===== src/bpvd_pkg.sv =====
`timescale 1ns / 1ps
`default_nettype none
// ---------------------------------------------------------------------------
// bpvd_pkg: shared types and constants
// Field widths, register indexes, reset values and pipeline control types
// for the balance drive controller.
// ---------------------------------------------------------------------------
package bpvd_pkg;

	localparam int NSTAGE    = 5;
	localparam int CFG_IDX_W = 3;
	localparam int CFG_DAT_W = 17;

	localparam logic [CFG_IDX_W-1:0] REG_ROLL_SETPOINT  = 3'd0;
	localparam logic [CFG_IDX_W-1:0] REG_ANGLE_KP       = 3'd1;
	localparam logic [CFG_IDX_W-1:0] REG_ANGLE_KD       = 3'd2;
	localparam logic [CFG_IDX_W-1:0] REG_SPEED_KP       = 3'd3;
	localparam logic [CFG_IDX_W-1:0] REG_SPEED_KI       = 3'd4;
	localparam logic [CFG_IDX_W-1:0] REG_TILT_CUTOFF    = 3'd5;
	localparam logic [CFG_IDX_W-1:0] REG_INTEGRAL_LIMIT = 3'd6;
	localparam logic [CFG_IDX_W-1:0] REG_DRIVE_LIMIT    = 3'd7;

	localparam logic [15:0] TILT_CUTOFF_RST    = 16'd10240;
	localparam logic [14:0] INTEGRAL_LIMIT_RST = 15'd1000;
	localparam logic [12:0] DRIVE_LIMIT_RST    = 13'd6900;

	// low-pass coefficients, Q.8
	localparam logic signed [22:0] ALPHA_NUM  = 23'sd77;
	localparam logic signed [33:0] ALPHA_REST = 34'sd179;

	typedef struct packed {
		logic signed [16:0] roll_setpoint;
		logic signed [15:0] angle_kp;
		logic signed [15:0] angle_kd;
		logic signed [15:0] speed_kp;
		logic signed [15:0] speed_ki;
		logic [15:0]        tilt_cutoff;
		logic [14:0]        integral_limit;
		logic [12:0]        drive_limit;
	} cfg_t;

	typedef struct packed {
		logic [NSTAGE-1:0] load;
		logic [NSTAGE-1:0] valid;
	} stage_ctl_t;

endpackage
`default_nettype wire


===== src/bpvd_cfg.sv =====
`timescale 1ns / 1ps
`default_nettype none
// ---------------------------------------------------------------------------
// bpvd_cfg: configuration register file
// Holds gains, setpoint, cutoff and limits; written one register per transaction.
// ---------------------------------------------------------------------------
module bpvd_cfg (
	input  wire logic                            clk,
	input  wire logic                            arst_n,
	input  wire logic                            cfg_valid,
	input  wire logic [bpvd_pkg::CFG_IDX_W-1:0]  cfg_index,
	input  wire logic [bpvd_pkg::CFG_DAT_W-1:0]  cfg_data,
	output bpvd_pkg::cfg_t                       cfg
);

	bpvd_pkg::cfg_t cfg_q;

	always_ff @(posedge clk or negedge arst_n) begin
		if (!arst_n) begin
			cfg_q.roll_setpoint  <= '0;
			cfg_q.angle_kp       <= '0;
			cfg_q.angle_kd       <= '0;
			cfg_q.speed_kp       <= '0;
			cfg_q.speed_ki       <= '0;
			cfg_q.tilt_cutoff    <= bpvd_pkg::TILT_CUTOFF_RST;
			cfg_q.integral_limit <= bpvd_pkg::INTEGRAL_LIMIT_RST;
			cfg_q.drive_limit    <= bpvd_pkg::DRIVE_LIMIT_RST;
		end else if (cfg_valid) begin
			case (cfg_index)
				bpvd_pkg::REG_ROLL_SETPOINT:  cfg_q.roll_setpoint  <= $signed(cfg_data);
				bpvd_pkg::REG_ANGLE_KP:       cfg_q.angle_kp       <= $signed(cfg_data[15:0]);
				bpvd_pkg::REG_ANGLE_KD:       cfg_q.angle_kd       <= $signed(cfg_data[15:0]);
				bpvd_pkg::REG_SPEED_KP:       cfg_q.speed_kp       <= $signed(cfg_data[15:0]);
				bpvd_pkg::REG_SPEED_KI:       cfg_q.speed_ki       <= $signed(cfg_data[15:0]);
				bpvd_pkg::REG_TILT_CUTOFF:    cfg_q.tilt_cutoff    <= cfg_data[15:0];
				bpvd_pkg::REG_INTEGRAL_LIMIT: cfg_q.integral_limit <= cfg_data[14:0];
				bpvd_pkg::REG_DRIVE_LIMIT:    cfg_q.drive_limit    <= cfg_data[12:0];
				default: begin
				end
			endcase
		end
	end

	assign cfg = cfg_q;

endmodule
`default_nettype wire


===== src/bpvd_ctrl.sv =====
`timescale 1ns / 1ps
`default_nettype none
// ---------------------------------------------------------------------------
// bpvd_ctrl: pipeline flow control
// Tracks one valid bit per stage and lets bubbles collapse, so a stage loads
// whenever it is empty or its occupant moves on.
// ---------------------------------------------------------------------------
module bpvd_ctrl (
	input  wire logic              clk,
	input  wire logic              arst_n,
	input  wire logic              in_valid,
	output logic                   in_ready,
	output logic                   out_valid,
	input  wire logic              out_ready,
	output bpvd_pkg::stage_ctl_t   ctl
);

	logic [bpvd_pkg::NSTAGE-1:0] valid_q;
	logic [bpvd_pkg::NSTAGE-1:0] rdy;
	logic [bpvd_pkg::NSTAGE-1:0] drain;
	logic [bpvd_pkg::NSTAGE-1:0] load;

	always_comb begin
		drain[bpvd_pkg::NSTAGE-1] = out_ready;
		rdy[bpvd_pkg::NSTAGE-1]   = !valid_q[bpvd_pkg::NSTAGE-1] || out_ready;
		for (int k = bpvd_pkg::NSTAGE - 2; k >= 0; k--) begin
			drain[k] = rdy[k+1];
			rdy[k]   = !valid_q[k] || rdy[k+1];
		end
		load[0] = in_valid && rdy[0];
		for (int k = 1; k < bpvd_pkg::NSTAGE; k++) begin
			load[k] = valid_q[k-1] && rdy[k];
		end
	end

	always_ff @(posedge clk or negedge arst_n) begin
		if (!arst_n) begin
			valid_q <= '0;
		end else begin
			for (int k = 0; k < bpvd_pkg::NSTAGE; k++) begin
				if (load[k]) begin
					valid_q[k] <= 1'b1;
				end else if (drain[k]) begin
					valid_q[k] <= 1'b0;
				end
			end
		end
	end

	assign in_ready  = rdy[0];
	assign out_valid = valid_q[bpvd_pkg::NSTAGE-1];
	assign ctl.load  = load;
	assign ctl.valid = valid_q;

endmodule
`default_nettype wire


===== src/bpvd_datapath.sv =====
`timescale 1ns / 1ps
`default_nettype none
// ---------------------------------------------------------------------------
// bpvd_datapath: PD/PI arithmetic pipeline
// Stage 1 registers the tick, stage 2 forms the angle error and updates the
// speed filter, stage 3 updates the integral and forms the gain products,
// stage 4 sums them and forms the integral-gain product, stage 5 scales and saturates the drive.
// ---------------------------------------------------------------------------
module bpvd_datapath (
	input  wire logic                 clk,
	input  wire logic                 arst_n,
	input  wire bpvd_pkg::cfg_t       cfg,
	input  wire bpvd_pkg::stage_ctl_t ctl,
	input  wire logic signed [16:0]   roll_angle,
	input  wire logic signed [15:0]   left_speed,
	input  wire logic signed [15:0]   right_speed,
	output logic signed [13:0]        drive,
	output logic                      tilt_cut
);

	// loop state
	logic signed [17:0] prev_err_q;
	logic signed [25:0] fs_q;
	logic signed [15:0] integ_q;

	// stage registers
	logic signed [16:0] roll_s1;
	logic signed [15:0] left_s1, right_s1;
	logic signed [17:0] err_s2;
	logic signed [18:0] diff_s2;
	logic signed [25:0] fs_s2;
	logic               cut_s2;
	logic signed [33:0] p_ap_s3;
	logic signed [34:0] p_ad_s3;
	logic signed [41:0] p_sp_s3;
	logic signed [15:0] integ_s3;
	logic               cut_s3;
	logic signed [44:0] psum_s4;
	logic signed [31:0] p_int_s4;
	logic               cut_s4;
	logic signed [13:0] drive_s5;
	logic               cut_s5;

	// stage 2 logic
	logic signed [17:0] roll_x, mag_c, err_c;
	logic signed [18:0] diff_c;
	logic               cut_c;
	logic signed [16:0] sum_c, sum_adj;
	logic signed [15:0] avg_c;
	logic signed [22:0] mul77_c;
	logic signed [33:0] mul179_c;
	logic signed [25:0] fs_next;

	// stage 3 logic
	logic signed [18:0] integ_sum, ilim;
	logic signed [15:0] integ_next;

	// stage 5 logic
	logic signed [45:0] acc_c;
	logic signed [29:0] scaled_c, dlim;
	logic signed [13:0] drive_c;

	always_comb begin
		roll_x  = 18'(roll_s1);
		mag_c   = roll_x[17] ? -roll_x : roll_x;
		cut_c   = mag_c > $signed({2'b00, cfg.tilt_cutoff});
		err_c   = 18'(cfg.roll_setpoint) - roll_x;
		diff_c  = 19'(err_c) - 19'(prev_err_q);
		// mean speed, truncated toward zero
		sum_c   = 17'(left_s1) + 17'(right_s1);
		sum_adj = sum_c[16] ? sum_c + 17'sd1 : sum_c;
		avg_c   = 16'(sum_adj >>> 1);
		mul77_c  = 23'(avg_c) * bpvd_pkg::ALPHA_NUM;
		mul179_c = 34'(fs_q) * bpvd_pkg::ALPHA_REST;
		fs_next  = 26'(mul77_c) + 26'(mul179_c >>> 8);
	end

	always_comb begin
		integ_sum = 19'(integ_q) + 19'(fs_s2 >>> 8);
		ilim      = $signed({4'b0000, cfg.integral_limit});
		if (integ_sum > ilim) begin
			integ_next = 16'(ilim);
		end else if (integ_sum < -ilim) begin
			integ_next = 16'(-ilim);
		end else begin
			integ_next = 16'(integ_sum);
		end
	end

	always_comb begin
		acc_c    = 46'(psum_s4) + (46'(p_int_s4) <<< 8);
		scaled_c = 30'(acc_c >>> 16);
		dlim     = $signed({17'd0, cfg.drive_limit});
		if (scaled_c > dlim) begin
			drive_c = 14'(dlim);
		end else if (scaled_c < -dlim) begin
			drive_c = 14'(-dlim);
		end else begin
			drive_c = 14'(scaled_c);
		end
	end

	// loop state advances as each transaction passes its stage
	always_ff @(posedge clk or negedge arst_n) begin
		if (!arst_n) begin
			prev_err_q <= '0;
			fs_q       <= '0;
			integ_q    <= '0;
		end else begin
			if (ctl.load[1]) begin
				prev_err_q <= err_c;
				fs_q       <= fs_next;
			end
			if (ctl.load[2]) begin
				integ_q <= integ_next;
			end
		end
	end

	always_ff @(posedge clk) begin
		if (ctl.load[0]) begin
			roll_s1  <= roll_angle;
			left_s1  <= left_speed;
			right_s1 <= right_speed;
		end
		if (ctl.load[1]) begin
			err_s2  <= err_c;
			diff_s2 <= diff_c;
			fs_s2   <= fs_next;
			cut_s2  <= cut_c;
		end
		if (ctl.load[2]) begin
			// drop the angle term when tilted past the cutoff
			p_ap_s3  <= cut_s2 ? '0 : 34'(cfg.angle_kp) * 34'(err_s2);
			p_ad_s3  <= cut_s2 ? '0 : 35'(cfg.angle_kd) * 35'(diff_s2);
			p_sp_s3  <= 42'(cfg.speed_kp) * 42'(fs_s2);
			integ_s3 <= integ_next;
			cut_s3   <= cut_s2;
		end
		if (ctl.load[3]) begin
			psum_s4  <= 45'(p_ap_s3) + 45'(p_ad_s3) + 45'(p_sp_s3);
			p_int_s4 <= 32'(cfg.speed_ki) * 32'(integ_s3);
			cut_s4   <= cut_s3;
		end
		if (ctl.load[4]) begin
			drive_s5 <= drive_c;
			cut_s5   <= cut_s4;
		end
	end

	assign drive    = drive_s5;
	assign tilt_cut = cut_s5;

endmodule
`default_nettype wire


===== src/balance_pd_velocity_pi_drive_top.sv =====
`timescale 1ns / 1ps
`default_nettype none
// Five register stages lie between an accepted input transaction and out_valid.
// Throughput: one transaction per cycle unless out_ready stalls the output; the
// filter, integral and error state each close their loop inside a single stage.
// Bubbles collapse, so input is taken while a finished result waits.
// Reset clears stage valid bits and loop state and restores register defaults.
// ---------------------------------------------------------------------------
// balance_pd_velocity_pi_drive_top: cascaded angle PD / speed PI drive
// Forms the saturated motor drive from roll angle and wheel speeds per tick.
// ---------------------------------------------------------------------------
module balance_pd_velocity_pi_drive_top (
	input  wire logic                            clk,
	input  wire logic                            arst_n,
	input  wire logic                            in_valid,
	output logic                                 in_ready,
	input  wire logic signed [16:0]              roll_angle,
	input  wire logic signed [15:0]              left_speed,
	input  wire logic signed [15:0]              right_speed,
	output logic                                 out_valid,
	input  wire logic                            out_ready,
	output logic signed [13:0]                   drive,
	output logic                                 tilt_cut,
	input  wire logic                            cfg_valid,
	output logic                                 cfg_ready,
	input  wire logic [bpvd_pkg::CFG_IDX_W-1:0]  cfg_index,
	input  wire logic [bpvd_pkg::CFG_DAT_W-1:0]  cfg_data
);

	bpvd_pkg::cfg_t       cfg;
	bpvd_pkg::stage_ctl_t ctl;

	assign cfg_ready = 1'b1;

	bpvd_cfg u_cfg (
		.clk       (clk),
		.arst_n    (arst_n),
		.cfg_valid (cfg_valid),
		.cfg_index (cfg_index),
		.cfg_data  (cfg_data),
		.cfg       (cfg)
	);

	bpvd_ctrl u_ctrl (
		.clk       (clk),
		.arst_n    (arst_n),
		.in_valid  (in_valid),
		.in_ready  (in_ready),
		.out_valid (out_valid),
		.out_ready (out_ready),
		.ctl       (ctl)
	);

	bpvd_datapath u_dp (
		.clk         (clk),
		.arst_n      (arst_n),
		.cfg         (cfg),
		.ctl         (ctl),
		.roll_angle  (roll_angle),
		.left_speed  (left_speed),
		.right_speed (right_speed),
		.drive       (drive),
		.tilt_cut    (tilt_cut)
	);

	// input stalls only when every stage holds a transaction and output is blocked
	a_stall_full: assert property (@(posedge clk) disable iff (!arst_n)
		!in_ready |-> (&ctl.valid) && !out_ready)
		else $error("input stalled with a free stage");

	// a result leaving the last stage empties it when the stage before holds none
	a_drain: assert property (@(posedge clk) disable iff (!arst_n)
		out_valid && out_ready && !ctl.valid[bpvd_pkg::NSTAGE-2] |=> !out_valid)
		else $error("output stage kept a delivered result");

	// delivered drive stays within the drive limit
	a_drive_lim: assert property (@(posedge clk) disable iff (!arst_n)
		out_valid |-> (drive <= $signed({1'b0, cfg.drive_limit}))
			&& (drive >= -$signed({1'b0, cfg.drive_limit})))
		else $error("drive beyond limit");

endmodule
`default_nettype wire


===== config.mk =====
export PLATFORM = sky130hd
export DESIGN_NAME = balance_pd_velocity_pi_drive_top
export DESIGN_NICKNAME = d
export VERILOG_FILES = /design/src/bpvd_pkg.sv /design/src/bpvd_cfg.sv /design/src/bpvd_ctrl.sv /design/src/bpvd_datapath.sv /design/src/balance_pd_velocity_pi_drive_top.sv
export SDC_FILE = /design/constraint.sdc
export NUM_CORES = 2
export LEC_CHECK = 0
export BUFFER_PORTS_ARGS = -buffer_cell sky130_fd_sc_hd__buf_2
export CAP_MARGIN = 20
export CORE_UTILIZATION = 25
export DETAILED_ROUTE_END_ITERATION = 10
export GPL_ROUTABILITY_DRIVEN = 0
export PLACE_DENSITY = 0.41
export SYNTH_ARGS = -nofsm -noshare
export SYNTH_HDL_FRONTEND = slang
export SYNTH_SLANG_ARGS = --single-unit
export TNS_END_PERCENT = 20

===== constraint.sdc =====
create_clock -name clk -period 8.8 [get_ports clk]
set_input_delay 0.88 -clock clk [delete_from_list [all_inputs] [get_ports clk]]
set_output_delay 0.88 -clock clk [all_outputs]
set_load 0.1 [all_outputs]

==> results_dict.tcl <==
set metrics [dict create \
    syn_area_um2 80700 \
    hold_viol_final 0 \
    gr-usage-all-layers_pct 15.2 \
    via_count 55600 \
    clock_sinks 514 \
    crit_family "adder cells" \
    rsz0062_at_grt "yes" \
    cts_root_buf "clkbuf_16" \
    final.min_clock_period_ns 8.30 \
    fin_crit_sh_pct 94.4 \
    crit_top_cell "ha_1" \
    worst_pin_slew_ns 1.09 \
    final_layout_size_suffix_gt1_share_pct 7.07 \
    cts_buffer_depth 3 \
    grt_overflow 0 \
    drtPass1Iterations 6 \
    wl_per_cell_um 19.4 \
    ys_async_sr_fraction_pct 37.0 \
    port_buffers 90 \
    setup_viol 0 \
    grt_pass1_wl_mm 377 \
    die-area_um2 325000 \
    crit_arrival_ns 8.72 \
    antenna_left 0 \
    grt_max_degree 80 \
    ys.flop_type "edfxtp_1" \
    final_area_um2 89300 \
    num_rows 208 \
    synth.distinct_cells 93 \
    ys_ff_latch 514 \
    cpMaxStageDelayCell "fa_1" \
    avgSynthCellArea_um2 9.91 \
    drc 0 \
    vias_per_cell 4.43 \
    drv_slew 0 \
    syn_to_final_growth_pct 10.6 \
    start_util_pct 25.1 \
    synth_edf_count 324 \
    min_path_type "primary input to asynchronous set/reset pin" \
    status "complete, no violations" \
    cp.buffers_inverters 5 \
    dp_hpwl_mm 197 \
    clock-skew-final_ns 0.0390 \
    clk_pin_slew_ns 0.07 \
    antenna_found_initial 44 \
    grt_pass1_vias 61000 \
    clock_latency_ns 0.69 \
    fin_nets 10400 \
    cpPeakStageDelay_ns 0.54 \
    die_h_um 570 \
    synth_nets 10400 \
    ys_seq_area_share_pct 18.0 \
    ys.warnings.count 0 \
    clock.fmax_mhz 120 \
    cp.required_ns 9.22 \
    cts_buffers 69 \
    wl_mm 243 \
    start_kind "flop" \
    endpoint_kind "flop" \
    path_class "flop to flop" \
    cts_tree "built" \
    die_x_um 570 \
    drt_iter0_drc 3157 \
    h-tree-depth 3 \
    slew_headroom_pct 27.4 \
    syn_inst 8141 \
    pin_count 92 \
    critPathMaxFanout 5 \
    post_dp_cell_area_um2 86600 \
    drv_cap 0 \
    core_um2 321000 \
]
[synth_stat cells, types with 12 or more instances]
library cell / number / area share [%]
ha_1: 773 / 12
xor2_1: 82 / 0.89
o21ai_0: 156 / 0.97
inv_1: 1611 / 7.5
xnor2_1: 274 / 3.0
nand2_1: 909 / 4.2
o31ai_1: 24 / 0.22
edfxtp_1: 324 / 12
dfstp_2: 16 / 0.52
a21oi_1: 252 / 1.6
or2_2: 18 / 0.14
a21o_1: 140 / 1.3
nor4_1: 13 / 0.10
a31oi_1: 16 / 0.12
nand2b_1: 122 / 0.95
and3_1: 33 / 0.26
nor2b_1: 59 / 0.46
dfrtp_1: 174 / 5.4
o21ai_1: 12 / 0.074
nand4_1: 34 / 0.26
o21a_1: 56 / 0.52
o211ai_1: 14 / 0.13
fa_1: 1401 / 35
nor3_1: 98 / 0.61
a211oi_1: 37 / 0.34
nor2_1: 270 / 1.3
clkbuf_1: 246 / 1.1
and2_1: 472 / 3.7
or3_1: 28 / 0.22
mux2i_1: 24 / 0.30
nand3_1: 64 / 0.40
mux2_2: 171 / 2.4
o21bai_1: 37 / 0.34
[cell type report]
cell class	instances	area (µm²)
timing repair buffer	225	1500
antenna	11	27.5
clock buffer	84	1800
clock inverter	44	706
inverter	1614	6070
fill	34000	232000
multi-input combinational	5756	59300
tap	4305	5390
sequential	514	14500
[layer usage]
layer | wire length, µm | GRT usage, % | up-vias
met5 | 57 | 0 | -
met4 | 4080 | 2.53 | 8
met3 | 9270 | 1.38 | 198
met2 | 116000 | 25.8 | 951
met1 | 114000 | 21.1 | 28700
li1 | - | - | 25700
[final timing paths]
kind	startpoint	endpoint	slack, ns	depth (start not counted)
min	arst_n	u_cfg.cfg[69]$_DFFE_PN0P_	0.14	1
max in group asynchronous	arst_n	u_dp.prev_err_q[12]$_DFFE_PN0P_	6.65	3
min reg2reg	u_dp.cut_s3$_DFFE_PP_	u_dp.cut_s4$_DFFE_PP_	0.43	0
max	u_dp.left_s1[0]$_DFFE_PP_	u_dp.fs_s2[24]$_DFFE_PP_	0.50	38
min in group clk	left_speed[12]	u_dp.left_s1[12]$_DFFE_PP_	0.38	1
max reg2reg	u_dp.left_s1[0]$_DFFE_PP_	u_dp.fs_s2[24]$_DFFE_PP_	0.50	38
[logic make-up after synthesis]
family,Yosys count,synth area share [%]
adders and majority gates,2174,46.8
and+or+nand+nor,2154,12.9
buffers and inverters,1871,8.71
AOI/OAI and AO/OA,875,7.09
DFF,514,18.0
xor gates and xnor gates,357,3.89
muxes,195,2.68
other,1,0.00465
[sequential cells by signal (all words and copies together) (netlist names)]
signal,cells
u_dp.p_int_s4,32
u_dp.drive,14
u_dp.cut_s2,1
u_dp.integ_s3,16
u_dp.integ_q,16
u_dp.fs_q,26
u_dp.psum_s4,35
u_dp.p_sp_s3,42
u_dp.prev_err_q,18
u_dp.cut_s3,1
u_dp.right_s1,16
u_ctrl.valid_q,5
u_cfg.cfg,125
u_dp.cut_s4,1
u_dp.err_s2,18
u_dp.p_ap_s3,34
u_dp.left_s1,16
u_dp.diff_s2,19
u_dp.fs_s2,26
u_dp.p_ad_s3,35
u_dp.roll_s1,17
u_dp.tilt_cut,1
[cell usage in the layout, fill, tap and decap left out, types with 82 or more instances in the layout]
cell	count
a21o_1	140
a21oi_1	249
and2_1	470
buf_2	89
buf_4	133
dfrtp_1	174
edfxtp_1	324
fa_1	1401
ha_1	773
inv_1	1610
mux2_2	171
nand2_1	909
nand2b_1	122
nor2_1	270
nor3_1	95
o21ai_0	155
xnor2_1	270
xor2_1	82
[stage by stage]
stage	hold WS (ns)	worst slack, ns	instances	util, %	setup TNS [ns]
final	0.144	0.497	12600	27.8	0
after detailed placement	0.424	0.213	12400	27.0	0
after floorplan	0.400	0.915	8141	-	0
after global placement	0.425	0.139	12400	27.0	0
after CTS	0.102	0.165	12500	27.7	0
after global routing	0.145	-0.0498	12500	27.8	-0.0792
[timing repair]
action                     in CTS  in global routing
gates resized for setup         0                 14
buffers inserted                0                  1
setup endpoints to repair       0                 10
hold buffers                    0                  0
Power is left out: the tool's default activity adds up to more than one toggle a clock period on the data nets, which glitch-free logic cannot reach.
